==> config.mk <==
export PLATFORM = sky130hd
export DESIGN_NAME = scv_ram
export DESIGN_NICKNAME = d
export VERILOG_FILES = /design/src/scv_ram.sv
export SDC_FILE = /design/constraint.sdc
export NUM_CORES = 2
export LEC_CHECK = 0
export CORE_ASPECT_RATIO = 1.1
export CORE_UTILIZATION = 35
export CTS_BUF_LIST = sky130_fd_sc_hd__clkbuf_2
export CTS_CLUSTER_DIAMETER = 200
export CTS_CLUSTER_SIZE = 28
export DETAILED_ROUTE_END_ITERATION = 8
export DONT_BUFFER_PORTS = 1
export PLACE_DENSITY_LB_ADDON = 0.08
export RECOVER_POWER = 25
export SLEW_MARGIN = 25
export SYNTH_ARGS = -nofsm -noshare
export SYNTH_HDL_FRONTEND = slang
export SYNTH_SLANG_ARGS = --single-unit
==> constraint.sdc <==
create_clock -name clk_i -period 3.25 [get_ports clk_i]
set_input_delay 0.4875 -clock clk_i [delete_from_list [all_inputs] [get_ports clk_i]]
set_output_delay 0.4875 -clock clk_i [all_outputs]
set_load 0.02 [all_outputs]
==> src/scv_ram.sv <==
// Generic simple dual-port RAM with one write port and one registered read port.
// Has no dependencies.
module scv_ram #(
  parameter int unsigned WIDTH = 16,
  parameter int unsigned DEPTH = 256,
  localparam int unsigned AW = (DEPTH > 1) ? $clog2(DEPTH) : 1
) (
  input  logic             clk_i,
  input  logic             we_i,
  input  logic [AW-1:0]    waddr_i,
  input  logic [WIDTH-1:0] wdata_i,
  input  logic             re_i,
  input  logic [AW-1:0]    raddr_i,
  output logic [WIDTH-1:0] rdata_o
);

  logic [WIDTH-1:0] mem_q [DEPTH];
  logic [WIDTH-1:0] rdata_q;

  always_ff @(posedge clk_i) begin
    if (we_i) begin
      mem_q[waddr_i] <= wdata_i;
    end
    if (re_i) begin
      rdata_q <= mem_q[raddr_i];
    end
  end

  assign rdata_o = rdata_q;

endmodule

; ---- Yosys cells after proc, flatten, opt, wreduce, memory -nomap -nowiden
; Memory sizes are Yosys's and may differ from the RTL's. A register that Yosys moved wholly into a read port is not among the register bits.
; Index checks and enable logic that the tools add are counted.
[word_totals]
regBits = 0
ram_bits = 4096
inputBits = 35
mem_count = 1
wordCells = 3
[memory_table]
columns = name, depth, width, rd, rd_clocked_by_memory_dff, write_ports, line_no
row1 = mem_q, 256, 16, 1, 1, 1, 17  ; logic [WIDTH-1:0] mem_q [DEPTH];
[classes]
n_mux = 2
[op_table]
columns = op, n
row1 = 2-to-1 mux 1 bit, 2

; ---- Logic depth before layout (Yosys ltp)
[depth]
depth_word = 2
mapped_depth = 12
ltp_nobuf = 6

; ---- Least setup slack after synthesis
; No wires, ideal clock.
[synth_path]
path_type = input to register
start = in raddr_i[0]
end = reg rdata_q[4] (netlist: rdata_o[4]) (read register of mem_q) (data pin)
arrival_time_ps = 2471
slack_ps = 514
stages = 8
path_buffers = 3
path_cell_list = buf_6 > buf_6 > buf_2 > mux4_2 > mux4_2 > a22o_1 > o32ai_2 > nor4_2
[synth_rtl]
columns = item, line_no
row1 = "start, declared", 13  ; input logic [AW-1:0] raddr_i,
row2 = "end, declared", 18  ; logic [WIDTH-1:0] rdata_q;

==> impl_results.md <==
- Outcome: finished, violations left
- Failing checks: capacitance limit, slew limit, setup timing
- DP HPWL: 265 mm
- Setup_tns: -110.43 ns
- Die width: 644 um
- Power Dens Cells: 458 nW/um^2
- Crit path buf inv count: 12
- Pre-CTS setup slack: -2.23 ns
- Yosys warns: 0
- Synth Register Bits: 4112
- Die Y: 709 um
- Top Family by Delay on Critical Path: buffers and inverters
- # H-tree levels: 4
- Arr. time, crit path: 6.13 ns
- # fillers: 40400
- Minimum clock period: 3.92 ns
- Clock Path Buffers: 4
- P_leak: 56.1 nW
- Number of vias per cell: 5.47
- CTS Sinks: 4112
- Startpoint of the worst register-to-register path: mem_q[255][9]
- Number of flops mapped to enable cells by yosys: 4112
- CP required: 5.46 ns
- Sequential area share after synthesis: 77.7%
- Synthesized area per cell: 21.6 sq um
- Net Sw Frac: 23.5%
- Worst Hold Launch: raddr_i[2]
- Tightest Pin Transition: 3.51 ns
- Clk pin slew, worst setup/hold paths: 0.51 ns
- Most frequent cells in the layout: 4112 x edfxtp_1, 797 x mux4_2, 713 x buf_4
- CTS Buf Count: 168
- Max_slew headroom: -134%
- Final Setup Violations: 668
- Largest net degree at the start of global routing: 738
- Fraction of layout cells with a size suffix above 1: 24.9%
- Multi-input logic area: 33400 sq um
- Final Power: 0.0825 W
- # rows: 259
- DR vias: 79800
- Clock skew: 0.318 ns
- GPL Wtd Cong: 0.813
- Fmax: 255 MHz
- Final wirelength: 493 mm
- Hold endpoint: rdata_o[8]
- Worst hold path depth: 8
- Initial antenna violation count: 56
- FFs w/ async S/R, synth: 0%
- Fin crit share: 121%
- Nets: 8587
- Maximum vdd drop: 0.328 mV
- Vias in the first global route: 81200
- Peak fanout along the critical path: 83
- First-pass iteration count of the detailed router: 5
- Number of I/O pins: 51
- Internal power: 0.0631 W
- Reg-to-reg slack, setup: 0.07 ns
- Initial Utilization: 35.1%
- WL/cell: 33.8 um
- Critical path capture point type: register
- GR peak layer: met2
- Ys flop type: edfxtp_1
- Synthesized instance count: 7360
- M2 GR Usage: 34.8%
- Sequential cell fraction of total power: 71.2%
- Clock Power Share: 20.4%
- Combinational Power Share: 8.4%
- Final Max Slew Viols: 1884
- RSZ-0062 raised after global routing: yes
- Die area: 457000 sq um
- Worst R2R Path Depth: 8
- Yosys cell types: 51
- Area delta synth->final: 13.3%
- Slowest stage cell, crit path: dlygate4sd3_1
- Clock root cell: clkbuf_2
- Mapped Area: 159000 sq um
- Area of the core: 452000 sq um
- Remaining Overflow, GRT: 0
- Worst-path cell chain: buf_12 > dlygate4sd3_1 > buf_16 > nand2b_4 > dlygate4sd3_1 > buf_12 > buf_12 > buf_4 > buf_4 > o22ai_1 > buf_4 > nor3_1 > dlygate4sd3_1 > o21ai_0 > dlygate4sd3_1 > buf_4 > nand3_1 > nor4_1
- Max incr delay on CP: 1.15 ns
- HP Class: in2reg
- Clk_lat worst skew: 2.37 ns
- Global-route wire length before repair: 667 mm
- Final core occ: 39.8%
- # Post-CTS Setup Buffers: 0
- DRC Markers: 0
- ANT nets after route: 0
- CTS tree: yes
- Initial DRC count: 7581
- Max_cap viols: 17
- Critical path startpoint category: input port
- GRT met1 Usage: 28.8%
- Most common cell after layout, fill and taps aside: edfxtp_1
- Switching power total: 0.0194 W
- I/O Buffers: 0
- GRT met3 Usage: 2.26%
- Setup CP Type: in2reg
- Hold_ws: 0.0979 ns
- GRT Overall Usage: 20.8%
- Post-Syn Nets: 7395
- Final hold vios: 0
- Reg2Reg Capture Point: rdata_o[9]
- Worst setup margin: -0.669 ns
- Register area: 123000 sq um
## cell usage after synthesis (all sizes together), types with 9 or more instances
master	n	share of area (%)
a22oi	43	0.20
nor2b	9	0.035
edfxtp	4112	78
mux4	797	11
a221oi	28	0.15
o221ai	253	1.4
o22ai	148	0.58
mux2i	565	3.6
nor4	18	0.075
buf	222	1.1
o32ai	21	0.12
a21oi	175	0.55
o21ai	38	0.12
clkbuf	230	0.54
a22o	32	0.18
and3	11	0.043
nand3	35	0.11
nand4	26	0.10
nor3	92	0.29
nor2	304	0.72
mux2	88	0.62
a211oi	18	0.085
o31ai	16	0.076
nand2	38	0.090
## timing repair
item	4_1_cts	5_1_grt
cloned	0	7
endpoints found under the setup margin	16	157
gates resized for setup	0	18
endpoints found under the hold margin	8224	47
pin swaps	0	1
hold buffers	610	33
## final cells by class
cell class                      count  area share (%)
Clock buffer                      173           0.481
Inverter                            4          0.0153
Antenna cell                       21          0.0292
Timing Repair Buffer             1474            8.10
Clock inverter                      8          0.0778
Multi-Input combinational cell   2792            18.6
Sequential cell                  4112            68.6
Tap cell                         6003            4.17
## flip-flops by register name (all words and copies together) (netlist names)
signal	count
rdata_o	16
mem_q	4096
## through the flow
step | instances | area (sq um)
floorplan | 7360 | 159000
global placement | 13700 | 171000
detailed placement | 13700 | 171000
CTS | 14500 | 179000
global route | 14600 | 180000
finish | 14600 | 180000
## how the worst max path moves through the flow
stage,end,startpoint,depth (start not counted)
finish,rdata_o[14],raddr_i[1],18
global route,rdata_o[9],rdata_o[9],0
CTS,rdata_o[9],rdata_o[9],0
detailed placement,rdata_o[1],raddr_i[0],12
global placement,rdata_o[12],raddr_i[0],9
floorplan,rdata_o[4],raddr_i[0],8
## power groups by stage
stage	sequential (W)	combinational [W]	clock (W)
2_1_floorplan	0.0597	0.00288	0
3_3_place_gp	0.0597	0.00462	0
3_5_place_dp	0.0597	0.00465	0
4_1_cts	0.0587	0.00655	0.0177
5_1_grt	0.0588	0.00724	0.0190
6_report	0.0587	0.00689	0.0168
## per-layer routing
metal  wire (um)  part of all wire, %  vias up
met5         384                0.078        -
met4       17300                  3.5       56
met3       22500                  4.6      518
met2      240000                   49     1943
met1      212000                   43    44000
li1            -                    -    33300
## logic make-up after synthesis
| group | Yosys count | share of synthesized area (%) |
|---|---|---|
| AOI/OAI and AO/OA | 786 | 3.53 |
| buffers and inverters | 456 | 1.69 |
| DFF | 4112 | 77.7 |
| muxes | 1450 | 15.5 |
| and+or+nand+nor | 556 | 1.57 |
## worst min-delay path: stages
cell       delay (ns)
clkbuf_2         0.26
clkbuf_16        0.38
buf_16           0.30
a21oi_1          0.08
nor3_1           0.14
nor3_1           0.12
buf_12           0.16
nor4_1           0.18
Power figures use the tool's default switching activity.
