[src/scv_pkg.sv]
// Shared types and constants for the strided multichannel convolution block.
// Used by the sequencer, the multiply-accumulate unit and the top level.
// Depends on nothing else.
package scv_pkg;

  // Widths of the configuration registers and of the item fields.
  localparam int unsigned ImageSideW    = 6;
  localparam int unsigned ChannelCountW = 4;
  localparam int unsigned KernelSideW   = 3;
  localparam int unsigned KernelCountW  = 5;
  localparam int unsigned StepSizeW     = 3;

  localparam int unsigned ModeW       = 2;
  localparam int unsigned StoreIndexW = 13;
  localparam int unsigned SampleW     = 16;
  localparam int unsigned FilterW     = 4;
  localparam int unsigned CoordW      = 5;
  localparam int unsigned ProductW    = 2 * SampleW;
  localparam int unsigned SumW        = 40;

  localparam int unsigned CfgIndexW = 3;
  localparam int unsigned CfgDataW  = 8;

  // Packed stream widths.
  localparam int unsigned InDataW  = 48;
  localparam int unsigned OutDataW = 40;

  // Reset values of the configuration registers.
  localparam logic [ImageSideW-1:0]    ImageSideRst    = 6'd32;
  localparam logic [ChannelCountW-1:0] ChannelCountRst = 4'd1;
  localparam logic [KernelSideW-1:0]   KernelSideRst   = 3'd3;
  localparam logic [KernelCountW-1:0]  KernelCountRst  = 5'd1;
  localparam logic [StepSizeW-1:0]     StepSizeRst     = 3'd1;

  // Widths of the geometry products formed by the sequencer.
  localparam int unsigned ScaledW   = CoordW + StepSizeW;          // row * step
  localparam int unsigned PlaneW    = 2 * ImageSideW;              // side * side
  localparam int unsigned TapsW     = 2 * KernelSideW;             // kernel taps
  localparam int unsigned RowBaseW  = ScaledW + ImageSideW;
  localparam int unsigned FiltSpanW = ChannelCountW + TapsW;
  localparam int unsigned WBaseW    = FilterW + FiltSpanW;

  typedef enum logic [ModeW-1:0] {
    MODE_LOAD_SAMPLE = 2'd0,
    MODE_LOAD_WEIGHT = 2'd1,
    MODE_COMPUTE     = 2'd2
  } mode_e;

  typedef enum logic [CfgIndexW-1:0] {
    CFG_IMAGE_SIDE    = 3'd0,
    CFG_CHANNEL_COUNT = 3'd1,
    CFG_KERNEL_SIDE   = 3'd2,
    CFG_KERNEL_COUNT  = 3'd3,
    CFG_STEP_SIZE     = 3'd4
  } cfg_reg_e;

  typedef enum logic [2:0] {
    ST_IDLE,
    ST_CHECK,
    ST_GRID,
    ST_BASE,
    ST_RUN,
    ST_DRAIN,
    ST_DONE
  } seq_state_e;

  typedef struct packed {
    logic [ImageSideW-1:0]    image_side;
    logic [ChannelCountW-1:0] channel_count;
    logic [KernelSideW-1:0]   kernel_side;
    logic [KernelCountW-1:0]  kernel_count;
    logic [StepSizeW-1:0]     step_size;
  } cfg_t;

  // Controls from the sequencer to the multiply-accumulate unit.
  typedef struct packed {
    logic clear;
    logic issue;
  } mac_ctrl_t;

  // Status from the sequencer to the top level.
  typedef struct packed {
    logic idle;
    logic done;
    logic error;
  } seq_res_t;

endpackage

[src/scv_mac.sv]
// Shared multiply-accumulate unit: one registered Q16.16 product of Q8.8 values per cycle and a
// 40-bit accumulator. Depends on scv_pkg.
module scv_mac
  import scv_pkg::*;
(
  input  logic                      clk_i,
  input  logic                      rst_ni,
  input  mac_ctrl_t                 ctrl_i,
  input  logic signed [SampleW-1:0] sample_i,
  input  logic signed [SampleW-1:0] weight_i,
  output logic        [SumW-1:0]    acc_o,
  output logic                      busy_o
);

  logic                       data_vld_q;
  logic                       prod_vld_q;
  logic signed [ProductW-1:0] prod_q;
  logic        [SumW-1:0]     acc_q;
  logic        [SumW-1:0]     acc_d;

  // The read data arrives in the cycle after the issue, so the issue flag is delayed
  // to line up with it.
  always_ff @(posedge clk_i or negedge rst_ni) begin
    if (!rst_ni) begin
      data_vld_q <= 1'b0;
      prod_vld_q <= 1'b0;
    end else begin
      data_vld_q <= ctrl_i.issue;
      prod_vld_q <= data_vld_q;
    end
  end

  always_comb begin
    acc_d = acc_q;
    if (ctrl_i.clear) begin
      acc_d = '0;
    end else if (prod_vld_q) begin
      acc_d = acc_q + {{(SumW-ProductW){prod_q[ProductW-1]}}, prod_q};
    end
  end

  always_ff @(posedge clk_i) begin
    if (data_vld_q) begin
      prod_q <= sample_i * weight_i;
    end
    acc_q <= acc_d;
  end

  assign acc_o  = acc_q;
  assign busy_o = data_vld_q | prod_vld_q;

endmodule

[config.mk]
export PLATFORM = sky130hd
export DESIGN_NAME = scv_mac
export DESIGN_NICKNAME = d
export VERILOG_FILES = /design/src/scv_pkg.sv /design/src/scv_mac.sv
export SDC_FILE = /design/constraint.sdc
export NUM_CORES = 1
export LEC_CHECK = 0
export BUFFER_PORTS_ARGS = -buffer_cell sky130_fd_sc_hd__buf_2
export CORE_MARGIN = 8
export CORE_UTILIZATION = 60
export DETAILED_ROUTE_END_ITERATION = 6
export GPL_ROUTABILITY_DRIVEN = 0
export PLACE_DENSITY = 0.75
export SLEW_MARGIN = 20
export SYNTH_ARGS = -nofsm -noshare
export SYNTH_HDL_FRONTEND = slang
export SYNTH_SLANG_ARGS = --single-unit
[constraint.sdc]
create_clock -name clk_i -period 4.1 [get_ports clk_i]
set_input_delay 0.205 -clock clk_i [delete_from_list [all_inputs] [get_ports clk_i]]
set_output_delay 0.205 -clock clk_i [all_outputs]
set_load 0.02 [all_outputs]
Word level (Yosys, flattened, before mapping)
Cells that the tools add are included.

Memories: 0. Input port bits: 36. Output and inout port bits: 41. Register bits after elaboration: 74. Bits in writable memories: 0. Logic and storage cells: 7. Latch bits: 0. Memory bits (read-only): 0.

Magnitude comparators: 0. Multipliers: 1. Bitwise logic cells: 1. Div/mod/pow operators: 0. Add/subtract/negate cells: 1. Muxes and demuxes: 0. Reduce and logical (&&, ||, !) cells: 0. Eq/ne operators: 0. Shift-type cells: 0.

Operators with widths (count): adder 40 bit (1); multiplier 16 x 16 -> 32 bit (1); bitwise OR 1 bit (1).

Logic depth before layout (Yosys ltp)
Gate-level depths: netlist of run 1.

Word-level depth: 1. Gate-level depth with buffers: 25. Depth with buffers taken out: 23.

Least setup slack after synthesis of run 1
No wires, ideal clock.

Path kind: input to register. Start point: input port weight_i[1]. End point: register prod_q[31], data pin. Buffers on the path: 2. Stages on the path: 23. Path slack: -1.886 ns. Setup time: 0.260 ns. Data required time: 3.840 ns. Arrival time: 5.726 ns. Cell sequence: clkbuf_1 > nand2_1 > inv_1 > fa_1 > fa_1 > fa_1 > fa_1 > fa_1 > inv_1 > fa_1 > inv_1 > ha_1 > clkbuf_1 > a21o_1 > a21o_1 > a21o_1 > a21oi_1 > o21ai_0 > a311oi_1 > o21ai_1 > a21o_1 > a21oi_1 > xnor2_1.

Cells in the longest elaborated chain, start to end: 1.

Ends and longest elaborated chain: start, declared (line scv_mac.sv:10) `input logic signed [SampleW-1:0] weight_i,`; multiplier 16 x 16 -> 32 bit (line scv_mac.sv:44) `prod_q <= sample_i * weight_i;`; end signal, assigned (line scv_mac.sv:44); end, declared (line scv_mac.sv:17) `logic signed [ProductW-1:0] prod_q;`.

No other way between the ends. A chain may end at the register's enable or synchronous reset.

Final worst setup path of run 1
Start point: input port sample_i[15]. End point: register prod_q[30], data pin.

Cells in the longest elaborated chain, start to end: 1.

Ends and longest elaborated chain: start, declared (line scv_mac.sv:9) `input logic signed [SampleW-1:0] sample_i,`; multiplier 16 x 16 -> 32 bit (line scv_mac.sv:44).

No other way between the ends.

==> run summary, run 1 <==
Crit path to = prod_q[30]
CP Launch Point = sample_i[15]
Crit path capture type = flip-flop
Failing checks = negative setup slack
Max FO, Critical Path = 6
PnR worst setup slack = -1269 ps
TritonCTS clock tree = done
Worst Clk Skew = 6.969 ps
Status = complete, but fails checks
Reg-to-reg endpoint = acc_o[34]
Syn Inst Count = 1,538
FF+latch count, synth = 74
Syn_area_per_cell = 9.272 µm²
Count leader, synth = inv_1
Crit path launch type = input port
Slew Viols, Final = 0
WP data required = 4190 ps
Core area = 23,400 µm²
Final hold violations = 0
Routed len/inst = 16.63 µm
Ys flop type = dfxtp_1
Post-DP HPWL = 27,870 µm
CTS Buf Count = 9
Initial core utilization = 0.6093
Synth cell count leaders = inv_1 (294), fa_1 (263), nand2_1 (144)
H-tree Lvls = 3
Clock buffer depth = 2
Reg2Reg Depth = 13
Remaining DRCs = 0
Top-area cell type share of the netlist area = 0.3692
# clock sinks = 74
Nets = 2,182
Min cycle time layout = 5369 ps
DIE WIDTH = 170.2 µm
Multi-input logic area = 11,810 µm²
Hold Path Class = input port to async pin
Post-synth EDFFs = 32
Clock Latency Late Sink = 340 ps
Clock transition time at the flip-flop clock pins of the worst setup and hold paths = 60 ps
Synth async-reset ratio = 0.02703
RSZ-0062 raised after global routing = yes
Drt first pass iters = 6
Crit path arrival time = 5460 ps
Total GRT Usage = 0.2433
FMAX = 186.2 MHz
Seq. cell area = 1813 µm²
Final Cycle Share = 1.310
Slew margin rel. = 0.4164
Warnings, synthesis = 0
Register area share after synthesis = 0.1271
Place WS = -1882 ps
Max-cap violations = 0
Ant diodes = 0
Critical R2R Launch = acc_o[0]
Flop-to-flop setup slack = 630 ps
Least-Margin Pin Slew = 875.4 ps
Worst Setup Path Type = input port to flip-flop
Via count = 11,340
Final-report setup violation count = 22
Global-route wire length before repair = 57,840 µm
Grt total ovfl = 0
Die area = 28,960 µm²
Post-Syn Nets = 1,958
Fill cells = 1,570
Final setup TNS = -19,360 ps
Placed cell area = 16,390 µm²
Number of I/O pins = 77
Die height = 170.2 µm
Vias in the first global route = 11,990
Clk root buf = clkbuf_16
Via/cell ratio = 5.435
IO Port Bufs = 76
Largest net degree at the start of global routing = 47
Post-Route WL = 34,680 µm
DR iter-0 viols = 867
Layout cells sized above 1 = 0.2552
Rows = 56
Synth-to-layout area growth = 24.59%
Largest area contributor in the netlist = fa_1
Design Area, Final = 17,770 µm²
Initial antenna violation count = 0
Cell Area, Synth = 14,260 µm²
Synth cell types = 68
Antenna Nets Post-Route = 0
Largest cells by area after synthesis = fa_1 (37%), ha_1 (11%), inv_1 (7.7%)
layer usage:
metal	track usage	up-vias	share of wire
met2	0.4092	405	0.47
met4	0.05225	0	0.018
met3	0.02873	61	0.062
li1	-	5327	-
met5	0	-	0
met1	0.3349	5545	0.45
cells by family after synthesis:
group,Yosys count,share of synthesized area
fa+ha+maj,384,0.4754
simple gates,437,0.1521
buf+inv,348,0.09160
xor+xnor,55,0.03378
mux,22,0.01579
compound gates,218,0.1043
flops,74,0.1271
final cells by class:
type,count,share of cell area
Timing Repair Buffer,266,0.1275
Clock buffer,10,0.01289
Sequential cell,74,0.1020
Tap cell,319,0.02246
Inverter,295,0.06261
Clock inverter,6,0.007746
Multi-Input combinational cell,1116,0.6648
registers in the layout, indices dropped and copies added, names as in the netlist:
name and cells:
acc_o 40, prod_vld_q 1, data_vld_q 1, prod_q 32
metrics by stage:
step | hold WS, ps | cells | utilization
floorplan | -90.59 | 1538 | -
global placement | -9.790 | 2038 | 0.7003
detailed placement | -6.623 | 2038 | 0.7003
CTS | 187.8 | 2075 | 0.7460
global route | 202.8 | 2086 | 0.7592
finish | 193.0 | 2086 | 0.7592
repair_timing:
item / 4_1_cts / 5_1_grt
setup buffers: 24 / 15
resized for setup: 158 / 68
endpoints found under the hold margin: 3 / 0
cloned: 1 / 1
endpoints found under the setup margin: 23 / 23
pin swaps: 81 / 78
hold buffers: 2 / 0
worst max-delay path, stage by stage:
cell	delay [ps]
buf_12	120
nand2_4	70
inv_2	40
fa_2	560
buf_6	160
fa_1	550
fa_1	430
fa_1	460
fa_1	510
inv_2	40
fa_1	480
inv_2	40
ha_4	210
a21o_1	150
a21o_1	180
a21o_1	160
a21o_1	160
a21oi_2	130
nor2_1	50
a21oi_1	140
o41ai_2	110
o41a_1	350
xor2_1	150
cells in the final DEF, fill, tap and decap left out, types with 9 or more instances in the layout:
master,synthesis,final
inv_1,294,260
fa_1,263,241
buf_4,0,161
nand2_1,144,134
ha_1,121,100
and2_1,125,96
nor2_1,81,76
buf_2,0,48
a21oi_1,60,47
xnor2_1,41,40
dfxtp_1,40,40
a21o_1,38,38
buf_6,0,34
inv_2,0,32
edfxtp_1,32,32
and2_4,0,29
fa_2,0,22
mux2i_1,21,21
ha_4,0,18
o21ai_0,24,16
nor3_1,17,16
buf_12,0,15
nand3_1,15,14
xor2_1,14,14
o21a_1,12,12
a21oi_2,0,12
nor2b_1,11,10
clkbuf_16,0,10
nand2b_1,10,9
worst min path at each step:
stage | startpoint | to | cells past startpoint
after detailed placement | rst_ni | data_vld_q | 1
after global routing | rst_ni | data_vld_q | 2
after CTS | rst_ni | prod_vld_q | 2
after floorplan | rst_ni | data_vld_q | 0
after global placement | rst_ni | data_vld_q | 1
final | rst_ni | data_vld_q | 2
Power of run 1 is left out: the tool's default activity adds up to more than one toggle a clock period on the data nets, which glitch-free logic cannot reach.
==> run 2, diff against run 1 <==
RECOVER_POWER = 50   (was default)
==> run summary, run 2 (synthesis results as in run 1) <==
Antenna Nets Post-Route = 0 (unchanged)
Final hold violations = 0 (unchanged)
Vias in the first global route = 11,990 (unchanged)
CTS Buf Count = 9 (unchanged)
Core area = 23,400 µm² (unchanged)
Clock Latency Late Sink = 340 ps (about the same)
Die height = 170.2 µm (unchanged)
Number of I/O pins = 77 (unchanged)
RSZ-0062 raised after global routing = yes (unchanged)
Post-DP HPWL = 27,870 µm (unchanged)
Nets = 2,182 (unchanged)
WP data required = 4190 ps (about the same)
Layout cells sized above 1 = 0.2388 (was 0.2552)
Final std cells w/o fill = 2,086 (unchanged)
Hold Path Class = input port to async pin (unchanged)
CP max stage cell = fa_2 (unchanged)
Final Cycle Share = 1.310 (about the same)
Slew margin rel. = -0.1971 (was 0.4164)
Remaining DRCs = 0 (unchanged)
Worst Clk Skew = 6.954 ps (was 6.969 ps)
Global-route wire length before repair = 57,840 µm (unchanged)
Rows = 56 (unchanged)
Place WS = -1882 ps (unchanged)
Crit path arrival time = 5460 ps (about the same)
Post-Route WL = 34,740 µm (was 34,680 µm)
Max-cap violations = 1 (was 0)
Fill cells = 1,589 (was 1,570)
Flop-to-flop setup slack = 610 ps (was 630 ps)
Via count = 11,340 (about the same)
Routed len/inst = 16.65 µm (was 16.63 µm)
Via/cell ratio = 5.434 (was 5.435)
Status = complete, but fails checks (unchanged)
Total GRT Usage = 0.2433 (unchanged)
Largest stage delay on the critical path = 560 ps (about the same)
Max FFs per register = 40 (unchanged)
Max FO, Critical Path = 6 (unchanged)
Failing checks = max-capacitance violations, max-slew violations, negative setup slack (was negative setup slack)
FMAX = 186.2 MHz (about the same)
DR iter-0 viols = 858 (was 867)
Drt first pass iters = 6 (unchanged)
Leading cell types in the layout, fill and taps excluded = inv_1 (260), fa_1 (241), buf_4 (159) (was inv_1 (260), fa_1 (241), buf_4 (161))
Reg2Reg Depth = 13 (unchanged)
# clock sinks = 74 (unchanged)
IO Port Bufs = 76 (unchanged)
Commonest non-fill, non-tap cell in the layout = inv_1 (unchanged)
Clk root buf = clkbuf_16 (unchanged)
Crit path capture type = flip-flop (unchanged)
H-tree Lvls = 3 (unchanged)
Min cycle time layout = 5372 ps (was 5369 ps)
Synth-to-layout area growth = 24.30% (was 24.59%)
Least-Margin Pin Slew = 1796 ps (was 875.4 ps)
DP Cell Count = 2,038 (unchanged)
Slew Viols, Final = 35 (was 0)
DIE WIDTH = 170.2 µm (unchanged)
Crit path launch type = input port (unchanged)
Ant diodes = 0 (unchanged)
Largest net degree at the start of global routing = 47 (unchanged)
Die area = 28,960 µm² (unchanged)
CP Cell Sequence = buf_12 -> nand2_4 -> inv_2 -> fa_2 -> buf_6 -> fa_1 -> fa_1 -> fa_1 -> fa_1 -> inv_2 -> fa_1 -> inv_2 -> ha_4 -> a21o_1 -> a21o_1 -> a21o_1 -> a21o_1 -> a21oi_2 -> nor2_1 -> a21oi_1 -> o41ai_2 -> o41a_1 -> xor2_1 (unchanged)
Final-report setup violation count = 22 (unchanged)
TritonCTS clock tree = done (unchanged)
Initial antenna violation count = 0 (unchanged)
PnR worst setup slack = -1272 ps (was -1269 ps)
Crit path top cell by count = fa_1 (unchanged)
Clock buffer depth = 2 (unchanged)
Grt total ovfl = 0 (unchanged)
Initial core utilization = 0.6093 (unchanged)
Worst Setup Path Type = input port to flip-flop (unchanged)
Clock transition time at the flip-flop clock pins of the worst setup and hold paths = 60 ps (about the same)
run 2: cell count changes in the layout (fill, tap and decap cells not counted):
cell,change
buf_2,-27
buf_4,-2
clkbuf_1,+29
run 2: routing by layer:
layer  up-vias  share of wire  track usage
met5         -              0            0
met4         0          0.017      0.05225
met3        57          0.059      0.02873
met2       382           0.47       0.4092
met1      5571           0.45       0.3349
li1       5326              -            -
run 2: path summary, 6_finish.rpt:
check	endpoint	start
min in group clk_i	acc_o[16]	ctrl_i[1]
setup / recovery	prod_q[30]	sample_i[15]
max in group asynchronous	prod_vld_q	rst_ni
hold reg to reg	acc_o[38]	acc_o[38]
setup reg to reg	acc_o[34]	acc_o[0]
hold / removal	data_vld_q	rst_ni
run 2: area by class of cell:
cell class	instances	area (µm²)	share of cell area
repair buffers	266	2223	0.1254
inverters	295	1112	0.06275
clock buffers	10	229.0	0.01292
clock inverters	6	137.6	0.007765
well taps	319	399.1	0.02252
flip-flops and latches	74	1813	0.1023
multi-input cells	1116	11810	0.6663
run 2: worst max-delay path, delay by kind of cell:
kind / cells / cell delay [ps]
adder cells (fa/ha/maj): 7 / 3200
AND/OR/NAND/NOR: 2 / 120
AO/OA/AOI/OAI: 8 / 1380
XOR/XNOR: 1 / 150
buffers and inverters: 5 / 400
run 2: metrics by stage:
stage                     hold slack [ps]  TNS [ps]    util  area, µm²
after global placement             -9.790    -28710  0.7003      16390
after detailed placement           -6.623    -30630  0.7003      16390
after floorplan                    -90.59    -18910       -      14830
final                               196.6    -19410  0.7574      17730
after global routing                210.6    -22720  0.7574      17730
after CTS                           187.8    -18010  0.7460      17460
run 2: what timing repair did:
action / 4_1_cts / 5_1_grt
pin swaps: 81 / 78
hold buffers: 2 / 0
gates cloned: 1 / 1
gates resized for setup: 158 / 68
setup buffers: 24 / 15
setup endpoints to repair: 23 / 23
endpoints found under the hold margin: 3 / 0
Power of run 2 is left out for the same reason.
==> run 3, diff against run 2 <==
RECOVER_POWER = 25   (was 50)
==> run summary, run 3 (synthesis results as in run 1) <==
Routed len/inst = 16.66 µm (was 16.65 µm)
Failing checks = max-capacitance violations, max-slew violations, negative setup slack (unchanged)
CP Cell Sequence = buf_12 -> nand2_4 -> inv_2 -> fa_2 -> buf_6 -> fa_1 -> fa_1 -> fa_1 -> fa_1 -> inv_2 -> fa_1 -> inv_2 -> ha_4 -> a21o_1 -> a21o_1 -> a21o_1 -> a21o_1 -> a21oi_2 -> nor2_1 -> a21oi_1 -> o41ai_2 -> o41a_1 -> xor2_1 (unchanged)
Slew margin rel. = -0.1968 (was -0.1971)
CP Launch Point = sample_i[15] (unchanged)
Crit path capture type = flip-flop (unchanged)
Final hold violations = 0 (unchanged)
Largest net degree at the start of global routing = 47 (unchanged)
Antenna Nets Post-Route = 0 (unchanged)
Ant diodes = 0 (unchanged)
Crit path top cell by count = fa_1 (unchanged)
Multi-input logic area = 11,810 µm² (unchanged)
Remaining DRCs = 0 (unchanged)
Clock transition time at the flip-flop clock pins of the worst setup and hold paths = 60 ps (about the same)
Reg2Reg Depth = 13 (unchanged)
Top delay family on crit path = adder cells (unchanged)
Clock Latency Late Sink = 340 ps (about the same)
Rows = 56 (unchanged)
Via/cell ratio = 5.441 (was 5.434)
Die height = 170.2 µm (unchanged)
RSZ-0062 raised after global routing = yes (unchanged)
DIE WIDTH = 170.2 µm (unchanged)
Drt first pass iters = 5 (was 6)
Hold Path Class = input port to async pin (unchanged)
Largest stage delay on the critical path = 560 ps (about the same)
Slew Viols, Final = 35 (unchanged)
WP data required = 4190 ps (about the same)
Die area = 28,960 µm² (unchanged)
Seq. cell area = 1813 µm² (unchanged)
Worst Setup Path Type = input port to flip-flop (unchanged)
H-tree Lvls = 3 (unchanged)
CTS Buf Count = 9 (unchanged)
CP max stage cell = fa_2 (unchanged)
IO Port Bufs = 76 (unchanged)
Clock buffer depth = 2 (unchanged)
Commonest non-fill, non-tap cell in the layout = inv_1 (unchanged)
Vias in the first global route = 11,990 (unchanged)
Status = complete, but fails checks (unchanged)
Grt total ovfl = 0 (unchanged)
DR iter-0 viols = 855 (was 858)
Initial core utilization = 0.6093 (unchanged)
Worst Clk Skew = 6.671 ps (was 6.954 ps)
Global-route wire length before repair = 57,840 µm (unchanged)
Least-Margin Pin Slew = 1795 ps (was 1796 ps)
Max-cap violations = 1 (unchanged)
Reg-to-reg endpoint = acc_o[34] (unchanged)
GRT busiest layer = met2 (unchanged)
Met3 Track Usage GR = 0.02873 (unchanged)
Final core occ = 0.7582 (was 0.7574)
Number of I/O pins = 77 (unchanged)
TritonCTS clock tree = done (unchanged)
Flop-to-flop setup slack = 620 ps (was 610 ps)
Initial antenna violation count = 0 (unchanged)
Via count = 11,350 (was 11,340)
Crit path arrival time = 5460 ps (about the same)
Final Cycle Share = 1.309 (was 1.310)
Max FFs per register = 40 (unchanged)
Crit path to = prod_q[30] (unchanged)
Fill cells = 1,581 (was 1,589)
# clock sinks = 74 (unchanged)
Critical R2R Launch = acc_o[0] (unchanged)
Layout cells sized above 1 = 0.2473 (was 0.2388)
Met2 Use GR = 0.4092 (unchanged)
Synth-to-layout area growth = 24.44% (was 24.30%)
PnR worst setup slack = -1268 ps (was -1272 ps)
Nets = 2,182 (unchanged)
Total GRT Usage = 0.2433 (unchanged)
GRT met1 Usage = 0.3349 (unchanged)
Min cycle time layout = 5368 ps (was 5372 ps)
Post-DP HPWL = 27,870 µm (unchanged)
Leading cell types in the layout, fill and taps excluded = inv_1 (260), fa_1 (241), buf_4 (159) (unchanged)
Max FO, Critical Path = 6 (unchanged)
Clk root buf = clkbuf_16 (unchanged)
Final-report setup violation count = 22 (unchanged)
Crit path launch type = input port (unchanged)
Crit. path cell count = 23 (unchanged)
FMAX = 186.3 MHz (was 186.2 MHz)
Post-Route WL = 34,750 µm (was 34,740 µm)
Core area = 23,400 µm² (unchanged)
Worst Path Buf+Inv = 5 (unchanged)
run 3: changes by cell type in the layout (fill, tap and decap cells not counted):
cell      previous run  this run
buf_2               21        36
clkbuf_1            30        15
run 3: worst min path at each step:
stage	from	to	slack (ps)
finish	rst_ni	data_vld_q	200
detailed placement	rst_ni	data_vld_q	-7
global placement	rst_ni	data_vld_q	-10
global route	rst_ni	data_vld_q	210
floorplan	rst_ni	data_vld_q	-90
CTS	rst_ni	prod_vld_q	190
run 3: cell type report:
type / count / area share
clock buffer: 10 / 0.01290
clock inverter: 6 / 0.007756
inverter: 295 / 0.06269
multi-input combinational: 1116 / 0.6656
sequential: 74 / 0.1022
tap: 319 / 0.02249
timing repair buffer: 266 / 0.1264
run 3: what timing repair did:
action / CTS / global route
endpoints found under the hold margin: 3 / 0
cloned: 1 / 1
buffers inserted: 24 / 15
pin swaps: 81 / 78
setup endpoints to repair: 23 / 23
resized for setup: 158 / 68
hold buffers: 2 / 0
run 3: stage by stage:
step                setup slack [ps]  area, µm²  std cells  setup TNS [ps]  hold slack [ps]
floorplan                      -1477      14830       1538          -18910           -90.59
global placement               -1762      16390       2038          -28710           -9.790
detailed placement             -1882      16390       2038          -30630           -6.623
CTS                            -1286      17460       2075          -18010            187.8
global route                   -1447      17740       2086          -22720            210.6
finish                         -1268      17740       2086          -19330            195.3
run 3: routing by layer:
layer / vias to the layer above / share of wire
met1: 5559 / 0.45
met4: 0 / 0.016
met5: - / 0
met3: 48 / 0.060
li1: 5332 / -
met2: 410 / 0.48
Power of run 3 is left out for the same reason.
