<file path="src/scv_pkg.sv">
// Shared types and constants for the strided multichannel convolution block.
// Used by the sequencer, the multiply-accumulate unit and the top level.
// Depends on nothing else.
package scv_pkg;

  // Widths of the configuration registers and of the item fields.
  localparam int unsigned ImageSideW    = 6;
  localparam int unsigned ChannelCountW = 4;
  localparam int unsigned KernelSideW   = 3;
  localparam int unsigned KernelCountW  = 5;
  localparam int unsigned StepSizeW     = 3;

  localparam int unsigned ModeW       = 2;
  localparam int unsigned StoreIndexW = 13;
  localparam int unsigned SampleW     = 16;
  localparam int unsigned FilterW     = 4;
  localparam int unsigned CoordW      = 5;
  localparam int unsigned ProductW    = 2 * SampleW;
  localparam int unsigned SumW        = 40;

  localparam int unsigned CfgIndexW = 3;
  localparam int unsigned CfgDataW  = 8;

  // Packed stream widths.
  localparam int unsigned InDataW  = 48;
  localparam int unsigned OutDataW = 40;

  // Reset values of the configuration registers.
  localparam logic [ImageSideW-1:0]    ImageSideRst    = 6'd32;
  localparam logic [ChannelCountW-1:0] ChannelCountRst = 4'd1;
  localparam logic [KernelSideW-1:0]   KernelSideRst   = 3'd3;
  localparam logic [KernelCountW-1:0]  KernelCountRst  = 5'd1;
  localparam logic [StepSizeW-1:0]     StepSizeRst     = 3'd1;

  // Widths of the geometry products formed by the sequencer.
  localparam int unsigned ScaledW   = CoordW + StepSizeW;          // row * step
  localparam int unsigned PlaneW    = 2 * ImageSideW;              // side * side
  localparam int unsigned TapsW     = 2 * KernelSideW;             // kernel taps
  localparam int unsigned RowBaseW  = ScaledW + ImageSideW;
  localparam int unsigned FiltSpanW = ChannelCountW + TapsW;
  localparam int unsigned WBaseW    = FilterW + FiltSpanW;

  typedef enum logic [ModeW-1:0] {
    MODE_LOAD_SAMPLE = 2'd0,
    MODE_LOAD_WEIGHT = 2'd1,
    MODE_COMPUTE     = 2'd2
  } mode_e;

  typedef enum logic [CfgIndexW-1:0] {
    CFG_IMAGE_SIDE    = 3'd0,
    CFG_CHANNEL_COUNT = 3'd1,
    CFG_KERNEL_SIDE   = 3'd2,
    CFG_KERNEL_COUNT  = 3'd3,
    CFG_STEP_SIZE     = 3'd4
  } cfg_reg_e;

  typedef enum logic [2:0] {
    ST_IDLE,
    ST_CHECK,
    ST_GRID,
    ST_BASE,
    ST_RUN,
    ST_DRAIN,
    ST_DONE
  } seq_state_e;

  typedef struct packed {
    logic [ImageSideW-1:0]    image_side;
    logic [ChannelCountW-1:0] channel_count;
    logic [KernelSideW-1:0]   kernel_side;
    logic [KernelCountW-1:0]  kernel_count;
    logic [StepSizeW-1:0]     step_size;
  } cfg_t;

  // Controls from the sequencer to the multiply-accumulate unit.
  typedef struct packed {
    logic clear;
    logic issue;
  } mac_ctrl_t;

  // Status from the sequencer to the top level.
  typedef struct packed {
    logic idle;
    logic done;
    logic error;
  } seq_res_t;

endpackage

</file>
<file path="src/scv_seq.sv">
// Sequencer of the convolution block: checks the request, forms the base
// addresses and walks channels and filter taps one per cycle. Depends on scv_pkg.
module scv_seq
  import scv_pkg::*;
#(
  parameter int unsigned SAMPLE_AW = 13,
  parameter int unsigned WEIGHT_AW = 12
) (
  input  logic                 clk_i,
  input  logic                 rst_ni,
  input  cfg_t                 cfg_i,
  input  logic                 geo_ok_i,
  input  logic                 start_i,
  input  logic [FilterW-1:0]   filter_i,
  input  logic [CoordW-1:0]    row_i,
  input  logic [CoordW-1:0]    col_i,
  input  logic                 out_free_i,
  input  logic                 mac_busy_i,
  output mac_ctrl_t            mac_ctrl_o,
  output logic [SAMPLE_AW-1:0] sample_raddr_o,
  output logic [WEIGHT_AW-1:0] weight_raddr_o,
  output seq_res_t             res_o
);

  seq_state_e state_q, state_d;

  logic [FilterW-1:0]       filt_q, filt_d;
  logic [CoordW-1:0]        row_q, row_d;
  logic [CoordW-1:0]        col_q, col_d;
  logic [ScaledW-1:0]       rs_q, rs_d;
  logic [ScaledW-1:0]       cs_q, cs_d;
  logic [PlaneW-1:0]        plane_q, plane_d;
  logic [TapsW-1:0]         taps_q, taps_d;
  logic [RowBaseW-1:0]      row_base_q, row_base_d;
  logic [FiltSpanW-1:0]     span_q, span_d;
  logic [SAMPLE_AW-1:0]     s_addr_q, s_addr_d;
  logic [SAMPLE_AW-1:0]     s_row_q, s_row_d;
  logic [SAMPLE_AW-1:0]     s_chan_q, s_chan_d;
  logic [WEIGHT_AW-1:0]     w_addr_q, w_addr_d;
  logic [KernelSideW-1:0]   kx_q, kx_d;
  logic [KernelSideW-1:0]   ky_q, ky_d;
  logic [ChannelCountW-1:0] ch_q, ch_d;
  logic                     err_q, err_d;

  logic                     grid_bad;
  logic [SAMPLE_AW-1:0]     s_start;
  logic [SAMPLE_AW-1:0]     s_next_row;
  logic [SAMPLE_AW-1:0]     s_next_chan;
  logic [KernelSideW-1:0]   k_last;
  logic [ChannelCountW-1:0] ch_last;
  mac_ctrl_t                mac_ctrl;

  assign k_last  = cfg_i.kernel_side - KernelSideW'(1);
  assign ch_last = cfg_i.channel_count - ChannelCountW'(1);

  // A position is inside the output grid exactly when position * step plus the
  // kernel side still fits in the image, which avoids dividing by the step.
  assign grid_bad = !geo_ok_i
      || ({1'b0, filt_q} >= cfg_i.kernel_count)
      || ((ScaledW+1)'(rs_q) + (ScaledW+1)'(cfg_i.kernel_side)
          > (ScaledW+1)'(cfg_i.image_side))
      || ((ScaledW+1)'(cs_q) + (ScaledW+1)'(cfg_i.kernel_side)
          > (ScaledW+1)'(cfg_i.image_side));

  assign s_start     = SAMPLE_AW'(row_base_q) + SAMPLE_AW'(cs_q);
  assign s_next_row  = s_row_q + SAMPLE_AW'(cfg_i.image_side);
  assign s_next_chan = s_chan_q + SAMPLE_AW'(plane_q);

  always_ff @(posedge clk_i or negedge rst_ni) begin
    if (!rst_ni) begin
      state_q <= ST_IDLE;
    end else begin
      state_q <= state_d;
    end
  end

  always_ff @(posedge clk_i) begin
    filt_q     <= filt_d;
    row_q      <= row_d;
    col_q      <= col_d;
    rs_q       <= rs_d;
    cs_q       <= cs_d;
    plane_q    <= plane_d;
    taps_q     <= taps_d;
    row_base_q <= row_base_d;
    span_q     <= span_d;
    s_addr_q   <= s_addr_d;
    s_row_q    <= s_row_d;
    s_chan_q   <= s_chan_d;
    w_addr_q   <= w_addr_d;
    kx_q       <= kx_d;
    ky_q       <= ky_d;
    ch_q       <= ch_d;
    err_q      <= err_d;
  end

  always_comb begin
    state_d    = state_q;
    filt_d     = filt_q;
    row_d      = row_q;
    col_d      = col_q;
    rs_d       = rs_q;
    cs_d       = cs_q;
    plane_d    = plane_q;
    taps_d     = taps_q;
    row_base_d = row_base_q;
    span_d     = span_q;
    s_addr_d   = s_addr_q;
    s_row_d    = s_row_q;
    s_chan_d   = s_chan_q;
    w_addr_d   = w_addr_q;
    kx_d       = kx_q;
    ky_d       = ky_q;
    ch_d       = ch_q;
    err_d      = err_q;
    mac_ctrl   = '0;

    unique case (state_q)
      ST_IDLE: begin
        if (start_i) begin
          filt_d  = filter_i;
          row_d   = row_i;
          col_d   = col_i;
          state_d = ST_CHECK;
        end
      end
      ST_CHECK: begin
        rs_d    = ScaledW'(row_q * cfg_i.step_size);
        cs_d    = ScaledW'(col_q * cfg_i.step_size);
        plane_d = PlaneW'(cfg_i.image_side * cfg_i.image_side);
        taps_d  = TapsW'(cfg_i.kernel_side * cfg_i.kernel_side);
        state_d = ST_GRID;
      end
      ST_GRID: begin
        row_base_d = RowBaseW'(rs_q * cfg_i.image_side);
        span_d     = FiltSpanW'(cfg_i.channel_count * taps_q);
        err_d      = grid_bad;
        state_d    = grid_bad ? ST_DONE : ST_BASE;
      end
      ST_BASE: begin
        s_addr_d       = s_start;
        s_row_d        = s_start;
        s_chan_d       = s_start;
        w_addr_d       = WEIGHT_AW'(WBaseW'(filt_q * span_q));
        kx_d           = '0;
        ky_d           = '0;
        ch_d           = '0;
        mac_ctrl.clear = 1'b1;
        state_d        = ST_RUN;
      end
      ST_RUN: begin
        mac_ctrl.issue = 1'b1;
        w_addr_d       = w_addr_q + WEIGHT_AW'(1);
        if (kx_q != k_last) begin
          kx_d     = kx_q + KernelSideW'(1);
          s_addr_d = s_addr_q + SAMPLE_AW'(1);
        end else if (ky_q != k_last) begin
          kx_d     = '0;
          ky_d     = ky_q + KernelSideW'(1);
          s_row_d  = s_next_row;
          s_addr_d = s_next_row;
        end else if (ch_q != ch_last) begin
          kx_d     = '0;
          ky_d     = '0;
          ch_d     = ch_q + ChannelCountW'(1);
          s_chan_d = s_next_chan;
          s_row_d  = s_next_chan;
          s_addr_d = s_next_chan;
        end else begin
          state_d = ST_DRAIN;
        end
      end
      ST_DRAIN: begin
        if (!mac_busy_i) begin
          state_d = ST_DONE;
        end
      end
      ST_DONE: begin
        if (out_free_i) begin
          state_d = ST_IDLE;
        end
      end
      default: begin
        state_d = ST_IDLE;
      end
    endcase
  end

  assign mac_ctrl_o     = mac_ctrl;
  assign sample_raddr_o = s_addr_q;
  assign weight_raddr_o = w_addr_q;
  assign res_o.idle     = (state_q == ST_IDLE);
  assign res_o.done     = (state_q == ST_DONE);
  assign res_o.error    = err_q;

endmodule
</file>
<file path="config.mk">
export PLATFORM = sky130hd
export DESIGN_NAME = scv_seq
export DESIGN_NICKNAME = d
export VERILOG_FILES = /design/src/scv_pkg.sv /design/src/scv_seq.sv
export SDC_FILE = /design/constraint.sdc
export NUM_CORES = 1
export LEC_CHECK = 0
export BUFFER_PORTS_ARGS = -buffer_cell sky130_fd_sc_hd__buf_2
export CAP_MARGIN = 5
export CORE_AREA = 2 2 144 146
export CTS_CLUSTER_DIAMETER = 200
export DETAILED_ROUTE_END_ITERATION = 10
export DIE_AREA = 0 0 146 148
export GPL_TIMING_DRIVEN = 1
export PLACE_DENSITY = 0.78
export SLEW_MARGIN = 30
export SYNTH_ARGS = -nofsm -noshare
export SYNTH_HDL_FRONTEND = slang
export SYNTH_SLANG_ARGS = --single-unit
</file>
<file path="constraint.sdc">
create_clock -name clk_i -period 11.5 [get_ports clk_i]
set_input_delay 1.725 -clock clk_i [delete_from_list [all_inputs] [get_ports clk_i]]
set_output_delay 1.725 -clock clk_i [all_outputs]
set_load 0.01 [all_outputs]
</file>
# After elaboration in Yosys (flattened, before gate mapping)
# Cells that the tools add are included.
dict set report totals {
  ff_bits 136
}
dict set report classes {
  n_addsub 12
  n_reduce_logical 11
  mul 7
  eq_ne 18
  order_cmp 3
  mux 31
}
# cell count
set ops {}
lappend ops {{$mux W13} 6}
lappend ops {{$pmux W13 S2} 3}
lappend ops {{$mux W3} 12}
lappend ops {{$pmux W12 S2} 1}
lappend ops {{$pmux W3 S7} 1}
lappend ops {{$add A8 B3 Y9} 2}
lappend ops {{$gt A9 B6 Y1} 2}
lappend ops {{$mul A5 B3 Y8} 2}
lappend ops {{$ne A2 B2 Y1 const B} 7}
lappend ops {{$add A13 B1 Y13 const B} 1}
lappend ops {{$add A13 B12 Y13} 1}
lappend ops {{$add A13 B6 Y13} 1}
lappend ops {{$add A13 B8 Y13} 1}
lappend ops {{$mul A8 B6 Y13} 1}
lappend ops {{$add A12 B1 Y12 const B} 1}
lappend ops {{$mul A4 B10 Y12} 1}
lappend ops {{$mul A6 B6 Y12} 1}
lappend ops {{$mux W4} 3}
lappend ops {{$pmux W3 S2} 2}
lappend ops {{$mul A4 B6 Y10} 1}
lappend ops {{$eq A3 B3 Y1 const B} 3}
lappend ops {{$pmux W4 S2} 1}
lappend ops {{$add A3 B1 Y3 const B} 2}
lappend ops {{$eq A3 B2 Y1 const B} 2}
lappend ops {{19 further kinds} 24}

# Depth between registers and ports, before layout
# Gate-level depths: netlist of run 1.
dict set report logic_depth {
  depth_word 6
  depth_mapped 16
}

# Least setup slack after synthesis of run 1
# No wires, ideal clock.
dict set report synth_path {
  path_kind {input port to flip-flop}
  start {in cfg_i[20] in the netlist's numbering}
  end {reg plane_q[10] (data pin)}
  required_time_ps 11242
  setup_ps 258
  cell_stages 15
  n_path_buf 1
  arrival_ps 4970
  path_slack_ps 6272
  path_cell_list {clkbuf_1 -> and2_1 -> fa_1 -> inv_1 -> fa_1 -> fa_1 -> inv_1 -> ha_1 -> and3b_1 -> o21a_1 -> o21a_1 -> o21ai_0 -> nand2b_1 -> a21oi_1 -> xnor2_1}
}
dict set report synth_between {
  elab_chain_len 1
}
# element line_no
set synth_rtl {}
lappend synth_rtl {{start: declaration} scv_seq.sv:11} ;# input cfg_t cfg_i,
lappend synth_rtl {{$mul A6 B6 Y12} scv_seq.sv:130} ;# plane_d = PlaneW'(cfg_i.image_side * cfg_i.image_side);
lappend synth_rtl {{end signal: assignment} scv_seq.sv:83} ;# plane_q <= plane_d;
lappend synth_rtl {{end: declaration} scv_seq.sv:32} ;# logic [PlaneW-1:0] plane_q, plane_d;
# Every way passes these cells.
# A chain may end at the register's enable or synchronous reset.

# Worst setup path after layout of run 1
dict set report layout_path {
  start {in cfg_i[16] in the netlist's numbering}
  end {reg plane_q[10] (data pin)}
}
# The elaborated chain is that of the path after synthesis.

==> impl_metrics.csv, run 1 <==
group,metric,value,unit
run_status,status,"finished clean",
drt,vias,8805,
timing,period_minus_slack,5.17,ns
synthesis,yosysSeqAreaShare,0.338,
synthesis,synth_seq_cells,134,
timing,hold_viol,0,
layout,drive_above_1_share,0.0908,
timing,worst_pin_slew,0.824,ns
synthesis,syn_avg_cell_area,9.85,um^2
synthesis,synth_edf_count,131,
job,cap_viol_max_count,0,
die,initial_core_util,0.591,
critical_path,r2r-end,"row_base_q[11]",
clock_tree,htree_num_levels,4,
critical_path,worstSetupPathType,"input pin to flop",
clock_tree,clock_sinks,134,
pwr,power_density,246,mW/mm^2
hold_path,hold_path_depth,1,
clock_tree,postCtsHoldBufs,0,
clock_tree,cts_root_buf,"clkbuf_16",
critical_path,reg2reg_depth,13,
place,place_area,0.0124,mm^2
synthesis,yosys_warnings,0,
clock_tree,cts_resized,0,
hold_path,hold_class,"flop to flop",
drt,drc,0,
layout,nets,1503,
synthesis,synthCells,1203,
critical_path,start_kind,"input pin",
place,io_buffer_count,70,
synthesis,async_reset_ff_frac,0.0224,
critical_path,end_kind,"flop",
drt,ant_nets,0,
die,core,0.0200,mm^2
die,boundaryPins,71,
die,dieArea,0.0216,mm^2
hold_path,min_from,"row_q[0]",
layout,design_area,0.0130,mm^2
critical_path,timing.rr.start,"rs_q[3]",
timing,skew,0.00977,ns
global_routing,grt.overflow.total,0,
clock_tree,clkSlewWorstSetupHoldPaths,0.06,ns
drt,post_drt_wl_per_cell,16.8,um
drt,drt_iter0_drc,701,
die,die_w,146,um
global_routing,grt_pass1_vias,8890,
timing,relSlewSlack,0.449,
global_routing,use_met1,0.325,
timing,period_share,0.449,
die,rows,52,
die,dieHeight,148,um
drt,firstDrtPassIters,5,
place,dp_hpwl,20100,um
global_routing,grt_max_degree,47,
clock_tree,clock_path_buffers,2,
pwr,power.static_leakage,5.93,nW
timing,rsz0062_at_grt,"no",
critical_path,crit_arrival,5.34,ns
drt,drt_wl_total,25900,um
critical_path,cp_data_required_time,11.68,ns
critical_path,reg2reg_slack,7.50,ns
synthesis,syn-num-nets,1442,
synthesis,synth_area,0.0118,mm^2
place,place.gp.congestion,0.897,
drt,viasPerCell,5.69,
clock_tree,cts_tree,"done",
global_routing,antenna_found_initial,0,
clock_tree,clk_latency,0.43,ns
critical_path,startpoint,"cfg_i[16]",
global_routing,grt_pass1_wl,43000,um
clock_tree,post_cts_buffers,0,
timing,drv_slew,0,
global_routing,busiest_layer,"met2",
clock_tree,cts_buffers,17,
timing,fmax,194,MHz
global_routing,grt_util_all_layers,0.249,
hold_path,holdPathEnd,"rs_q[0]",
synthesis,ys.flop_type,"edfxtp_1",
global_routing,met3_usage,0.0407,
timing,setup_tns,0,ns
layout,syn_to_final_growth,10.0,%
critical_path,path_max_fanout,12,
pwr,ir_drop,134,uV
synthesis,synth.distinct_cells,60,
timing,setup_viol,0,
global_routing,grt_util_met2,0.421,
cell usage after synthesis, types with 2 or more instances:
cell type	n	area [um^2]
a211o_1	3	26.3
a211oi_1	5	37.5
a21o_1	26	195
a21oi_1	55	275
a2bb2oi_1	3	26.3
a31o_2	2	17.5
a31oi_1	5	31.3
and2_1	88	551
and3_1	13	81.3
and3b_1	2	17.5
buf_1	3	11.3
buf_2	5	25.0
buf_4	2	15.0
clkbuf_1	22	82.6
conb_1	2	7.51
dfrtp_1	3	75.1
edfxtp_1	131	3930
fa_1	66	1320
ha_1	132	1650
inv_1	124	465
mux2i_1	5	50.1
nand2_1	132	495
nand2b_1	9	56.3
nand3_1	24	120
nand4_1	10	62.6
nor2_1	69	259
nor2b_1	12	75.1
nor3_1	16	80.1
o2111a_1	2	22.5
o2111ai_1	2	17.5
o211ai_1	6	45.0
o21a_1	11	82.6
o21ai_0	53	265
o21bai_1	9	67.6
o221ai_1	3	26.3
o22a_1	2	17.5
o311ai_0	3	26.3
o31a_1	2	17.5
o31ai_1	4	30.0
or2_1	2	12.5
or2_2	2	12.5
xnor2_1	81	709
xor2_1	35	307
final cells by class:
| type | instances | area [um^2] |
|---|---|---|
| Timing Repair Buffer | 75 | 388 |
| Tap cell | 270 | 338 |
| Clock buffer | 21 | 470 |
| Fill cell | 1583 | 7000 |
| Multi-Input combinational cell | 911 | 7240 |
| Antenna cell | 1 | 2.50 |
| Sequential cell | 134 | 4010 |
| Clock inverter | 11 | 124 |
| Inverter | 125 | 469 |
worst max path at each step:
stage | to | slack (ns)
2_1_floorplan | plane_q[10] | 6.27
3_3_place_gp | plane_q[10] | 5.98
3_5_place_dp | plane_q[10] | 5.90
4_1_cts | plane_q[10] | 6.34
5_1_grt | plane_q[11] | 6.14
6_report | plane_q[10] | 6.33
cells in the final DEF, fill, tap and decap left out, types with 4 or more instances in the layout:
master,count
nor2b_1,12
buf_4,5
and3_1,13
fa_1,66
nand2b_1,9
inv_1,124
a21o_1,26
a211oi_1,5
o21ai_0,53
nand2_1,132
nor2_1,69
a21oi_1,55
o21a_1,11
ha_1,132
o211ai_1,6
buf_2,70
nand3_1,24
nand4_1,10
and2_1,87
mux2i_1,5
xnor2_1,81
o31ai_1,4
nor3_1,16
xor2_1,35
edfxtp_1,131
a31oi_1,5
clkbuf_16,17
o21bai_1,9
layer usage:
| layer | vias up | routed length (um) |
|---|---|---|
| li1 | 4229 | - |
| met1 | 4217 | 11300 |
| met2 | 302 | 12400 |
| met3 | 57 | 1640 |
| met4 | 0 | 612 |
| met5 | - | 0 |
logic make-up (layout without fill, tap and decap cells):
| kind of cell | Yosys count | after routing | synth area share |
|---|---|---|---|
| DFF | 134 | 134 | 0.338 |
| other | 2 | 3 | 0.000634 |
| buffers and inverters | 158 | 232 | 0.0513 |
| adders and majority gates | 198 | 198 | 0.251 |
| muxes | 6 | 6 | 0.00517 |
| and+or+nand+nor | 385 | 385 | 0.158 |
| xor gates and xnor gates | 116 | 116 | 0.0858 |
| AOI/OAI and AO/OA | 204 | 204 | 0.109 |
state kept, by name, summed over array words and instances, names as in the netlist:
signal	count
col_q	5
plane_q	11
ky_q	3
kx_q	3
rs_q	8
ch_q	4
row_base_q	13
s_chan_q	13
filt_q	4
s_row_q	13
weight_raddr_o	12
row_q	5
cs_q	8
err_q	1
span_q	10
taps_q	5
sample_raddr_o	13
state_q	3
power breakdown:
group          total (W)  switching, W  leakage (nW)  internal (W)
Sequential      0.000986      0.000145          1.26      0.000841
Clock           0.000551      0.000215         0.285      0.000336
Combinational    0.00167      0.000997          4.38      0.000672
critical path, cell delays in order:
cell      delay (ns)
buf_2           0.24
inv_1           0.21
nor2_1          0.18
fa_1            0.44
inv_1           0.12
fa_1            0.45
fa_1            0.55
inv_1           0.04
ha_1            0.33
and3b_1         0.20
o21a_1          0.18
o21a_1          0.18
o21ai_0         0.14
nand2b_1        0.08
a21oi_1         0.20
xnor2_1         0.08
stage by stage:
| stage | util | setup slack [ns] | total power, W | std cells | hold slack [ns] |
|---|---|---|---|---|---|
| 3_5_place_dp | 0.621 | 5.90 | 0.00263 | 1515 | 0.589 |
| 4_1_cts | 0.650 | 6.34 | 0.00319 | 1547 | 0.597 |
| 2_1_floorplan | - | 6.27 | 0.00219 | 1203 | 0.545 |
| 6_report | 0.651 | 6.33 | 0.00321 | 1548 | 0.596 |
| 5_1_grt | 0.650 | 6.14 | 0.00344 | 1547 | 0.616 |
| 3_3_place_gp | 0.621 | 5.98 | 0.00257 | 1515 | 0.573 |
No activity file was read; power rests on OpenSTA's default activity.
==> run 2, diff against run 1 <==
clock period = 5.4 ns   (was 11.5 ns; I/O delays follow)
==> impl_metrics.csv, run 2 (synthesis gave the netlist of run 1 again) <==
group,metric,value,unit
critical_path,crit_arrival,4.45,ns
pwr,power.static_leakage,5.93,nW
drt,viasPerCell,5.66,
timing,fin_hold_ws,0.169,ns
clock_tree,cts_root_buf,"clkbuf_16",
place,place.gp.congestion,0.897,
timing,period_minus_slack,4.27,ns
critical_path,timing.rr.start,"rs_q[3]",
layout,mostFrequentLayoutCells,"nand2_1, ha_1, edfxtp_1, inv_1, and2_1",
timing,drv_slew,0,
clock_tree,post_cts_buffers,0,
pwr,ir_drop,276,uV
run_status,status,"finished clean",
clock_tree,clk_latency,0.43,ns
pwr,power_density,525,mW/mm^2
global_routing,grt_pass1_vias,8812,
drt,drt_iter0_drc,606,
drt,vias,8768,
critical_path,path_max_fanout,12,
timing,setup_viol,0,
critical_path,cp_data_required_time,5.58,ns
drt,firstDrtPassIters,6,
layout,drive_above_1_share,0.0908,
clock_tree,clkSlewWorstSetupHoldPaths,0.06,ns
critical_path,reg2reg_depth,13,
clock_tree,postCtsHoldBufs,0,
drt,drt_wl_total,25900,um
global_routing,grt_pass1_wl,42800,um
die,core,0.0200,mm^2
critical_path,start_kind,"input pin",
timing,setup_tns,0,ns
timing,relSlewSlack,0.450,
clock_tree,clock_path_buffers,2,
timing,period_share,0.790,
die,rows,52,
timing,hold_viol,0,
clock_tree,htree_num_levels,4,
timing,skew,0.00896,ns
global_routing,grt_util_all_layers,0.249,
place,dp_hpwl,19900,um
die,dieHeight,148,um
clock_tree,cts_resized,0,
timing,fmax,234,MHz
layout,syn_to_final_growth,10.1,%
global_routing,grt.overflow.total,0,
critical_path,reg2reg_slack,1.43,ns
global_routing,grt_max_degree,47,
die,boundaryPins,71,
job,cap_viol_max_count,0,
critical_path,end_kind,"flop",
die,initial_core_util,0.591,
global_routing,antenna_found_initial,1,
drt,post_drt_wl_per_cell,16.7,um
timing,worst_pin_slew,0.823,ns
die,die_w,146,um
critical_path,r2r-end,"row_base_q[11]",
clock_tree,cts_buffers,17,
place,io_buffer_count,70,
clock_tree,clock_sinks,134,
die,dieArea,0.0216,mm^2
clock_tree,cts_tree,"done",
hold_path,hold_class,"input pin to asynchronous set/reset pin",
critical_path,worstSetupPathType,"input pin to flop",
layout,nets,1503,
timing,rsz0062_at_grt,"no",
drt,drc,0,
drt,ant_nets,0,
[run 2: cell types whose count changed in the layout (fill, tap and decap cells not counted)]
cell | previous run | this run
bufinv_16 | 2 | 3
inv_6 | 1 | 4
clkinvlp_4 | 3 | 4
clkinv_4 | 2 | 1
clkbuf_8 | 3 | 0
clkinv_2 | 3 | 2
[run 2: worst max-delay path by stage]
stage / startpoint / slack [ns] / endpoint / cells past startpoint
finish: cfg_i[16] / 1.13 / plane_q[10] / 16
global route: cfg_i[16] / 0.98 / plane_q[10] / 16
CTS: cfg_i[16] / 1.14 / plane_q[10] / 16
detailed placement: cfg_i[16] / 0.70 / plane_q[10] / 16
global placement: cfg_i[16] / 0.80 / plane_q[10] / 16
floorplan: cfg_i[20] / 1.09 / plane_q[10] / 15
[run 2: power by group]
part	internal [W]	switching, W	total [W]
Combinational	0.00143	0.00212	0.00355
Sequential	0.00179	0.000307	0.00210
Clock	0.000730	0.000472	0.00120
Total	0.00395	0.00290	0.00685
[run 2: stage by stage]
step / utilization / cell area, um^2 / setup WS [ns] / instances / power [W]
5_1_grt: 0.651 / 13000 / 0.985 / 1547 / 0.00735
6_report: 0.651 / 13000 / 1.13 / 1548 / 0.00685
2_1_floorplan: - / 11800 / 1.09 / 1203 / 0.00465
3_3_place_gp: 0.621 / 12400 / 0.799 / 1515 / 0.00546
3_5_place_dp: 0.621 / 12400 / 0.702 / 1515 / 0.00558
4_1_cts: 0.651 / 13000 / 1.14 / 1547 / 0.00682
[run 2: layer usage]
metal / part of all wire / track usage
met2: 0.47 / 0.418
met3: 0.066 / 0.0531
met1: 0.44 / 0.318
met4: 0.026 / 0.0966
met5: 0 / 0
[run 2: area by class of cell]
cell class | count | area (um^2)
multi-input combinational | 911 | 7240
fill | 1597 | 6990
sequential | 134 | 4010
inverter | 125 | 469
clock buffer | 18 | 429
timing repair buffer | 75 | 388
tap | 270 | 338
clock inverter | 14 | 174
antenna | 1 | 2.50
[run 2: worst max-delay path, stage by stage]
cell      delay, ns
buf_2          0.24
inv_1          0.21
nor2_1         0.19
fa_1           0.44
inv_1          0.12
fa_1           0.45
fa_1           0.55
inv_1          0.04
ha_1           0.33
and3b_1        0.20
o21a_1         0.18
o21a_1         0.18
o21ai_0        0.14
nand2b_1       0.08
a21oi_1        0.19
xnor2_1        0.08
==> run 3, diff against run 2 <==
clock period = 4.3 ns   (was 5.4 ns; I/O delays follow)
==> impl_metrics.csv, run 3 (synthesis gave the netlist of run 1 again) <==
group,metric,value,unit
timing,hold_viol,0,
die,die_w,146,um
clock_tree,cts_root_buf,"clkbuf_16",
timing,relSlewSlack,0.536,
layout,syn_to_final_growth,12.0,%
clock_tree,clk_latency,0.43,ns
global_routing,grt_pass1_vias,9034,
global_routing,grt_util_all_layers,0.258,
pwr,power.static_leakage,6.06,nW
timing,rsz0062_at_grt,"no",
timing,worst_pin_slew,0.696,ns
drt,firstDrtPassIters,5,
drt,ant_nets,0,
pwr,ir_drop,352,uV
clock_tree,clock_path_buffers,2,
global_routing,grt_max_degree,47,
clock_tree,clock_sinks,134,
drt,drt_wl_total,26400,um
layout,fillers,1584,
die,dieArea,0.0216,mm^2
drt,drt_iter0_drc,621,
layout,mostFrequentLayoutCells,"nand2_1, ha_1, edfxtp_1, inv_1, and2_1",
clock_tree,cts_buffers,17,
timing,drv_slew,0,
drt,drc,0,
timing,setup_tns,0,ns
clock_tree,cts_tree,"done",
critical_path,path_max_fanout,9,
hold_path,hold_class,"input pin to flop",
place,place.gp.congestion,0.927,
layout,regArea,0.00401,mm^2
layout,drive_above_1_share,0.107,
critical_path,start_kind,"flop",
timing,skew,0.00954,ns
clock_tree,cts_resized,0,
die,initial_core_util,0.591,
place,dp_cells,1537,
layout,multi_input_area,0.00724,mm^2
die,rows,52,
timing,period_share,0.923,
clock_tree,clkSlewWorstSetupHoldPaths,0.06,ns
critical_path,reg2reg_slack,0.33,ns
place,io_buffer_count,70,
pwr,power_density,656,mW/mm^2
layout,nets,1526,
place,dp_hpwl,20600,um
critical_path,end_kind,"flop",
run_status,status,"finished clean",
global_routing,antenna_found_initial,0,
timing,setup_viol,0,
die,core,0.0200,mm^2
drt,viasPerCell,5.63,
global_routing,grt.overflow.total,0,
global_routing,grt_pass1_wl,44200,um
critical_path,worstSetupPathType,"flop to flop",
layout,fin_cells,1571,
drt,post_drt_wl_per_cell,16.8,um
drt,vias,8851,
timing,period_minus_slack,3.97,ns
die,boundaryPins,71,
critical_path,crit_arrival,4.22,ns
timing,fmax,252,MHz
job,cap_viol_max_count,0,
clock_tree,htree_num_levels,4,
die,dieHeight,148,um
critical_path,cp_data_required_time,4.56,ns
==> run 3: power by group <==
| part | total, W | internal (W) | switching, W | leakage [nW] |
|---|---|---|---|---|
| Sequential | 0.00262 | 0.00225 | 0.000377 | 1.26 |
| Combinational | 0.00449 | 0.00183 | 0.00265 | 4.50 |
| Clock | 0.00160 | 0.000985 | 0.000614 | 0.303 |
| Total | 0.00871 | 0.00506 | 0.00364 | 6.06 |
==> run 3: what timing repair did <==
action | 4_1_cts | 5_1_grt
setup endpoints to repair | 0 | 0
hold buffers | 1 | 0
setup buffers | 0 | 0
endpoints found under the hold margin | 3 | 0
==> run 3: worst max-delay path, cell delays in order (launching register included) <==
cell and delay [ns]:
edfxtp_1 0.53, and2_1 0.23, fa_1 0.51, inv_1 0.05
fa_1 0.48, fa_1 0.55, inv_1 0.04, ha_1 0.33
a21oi_1 0.26, nor2b_1 0.08, o21ai_0 0.28, a211o_1 0.23
nor2_1 0.06, a211oi_1 0.17
==> run 3: metal layers <==
layer,part of all wire,GRT usage
met1,0.44,0.330
met2,0.49,0.448
met3,0.056,0.0469
met4,0.021,0.0811
met5,0,0
==> run 3: area by class of cell <==
class / instances / share of cell area
inverter: 125 / 0.0354
antenna: 1 / 0.000189
timing repair buffer: 98 / 0.0434
sequential: 134 / 0.302
multi-input combinational: 911 / 0.545
clock inverter: 15 / 0.0162
clock buffer: 17 / 0.0321
tap: 270 / 0.0255
==> run 3: worst paths after layout <==
check                                 endpoint  startpoint  depth (start not counted)
worst min register to register         rs_q[0]    row_q[0]                          1
worst min-delay path                  col_q[2]    col_i[2]                          1
worst max-delay path            row_base_q[12]     rs_q[4]                         13
min in group asynchronous           state_q[1]      rst_ni                          2
worst max register to register  row_base_q[12]     rs_q[4]                         13
max in group asynchronous           state_q[0]      rst_ni                          2
==> run 3: stage by stage <==
stage	instance area (um^2)	hold slack (ns)	worst slack, ns	util	power [W]
final	13300	0.385	0.333	0.662	0.00871
after global routing	13300	0.376	0.171	0.662	0.00937
after CTS	13300	0.376	0.333	0.662	0.00868
after detailed placement	12600	0.447	0.0525	0.630	0.00703
after global placement	12600	0.445	0.0967	0.630	0.00689
after floorplan	11800	0.349	0.152	-	0.00584
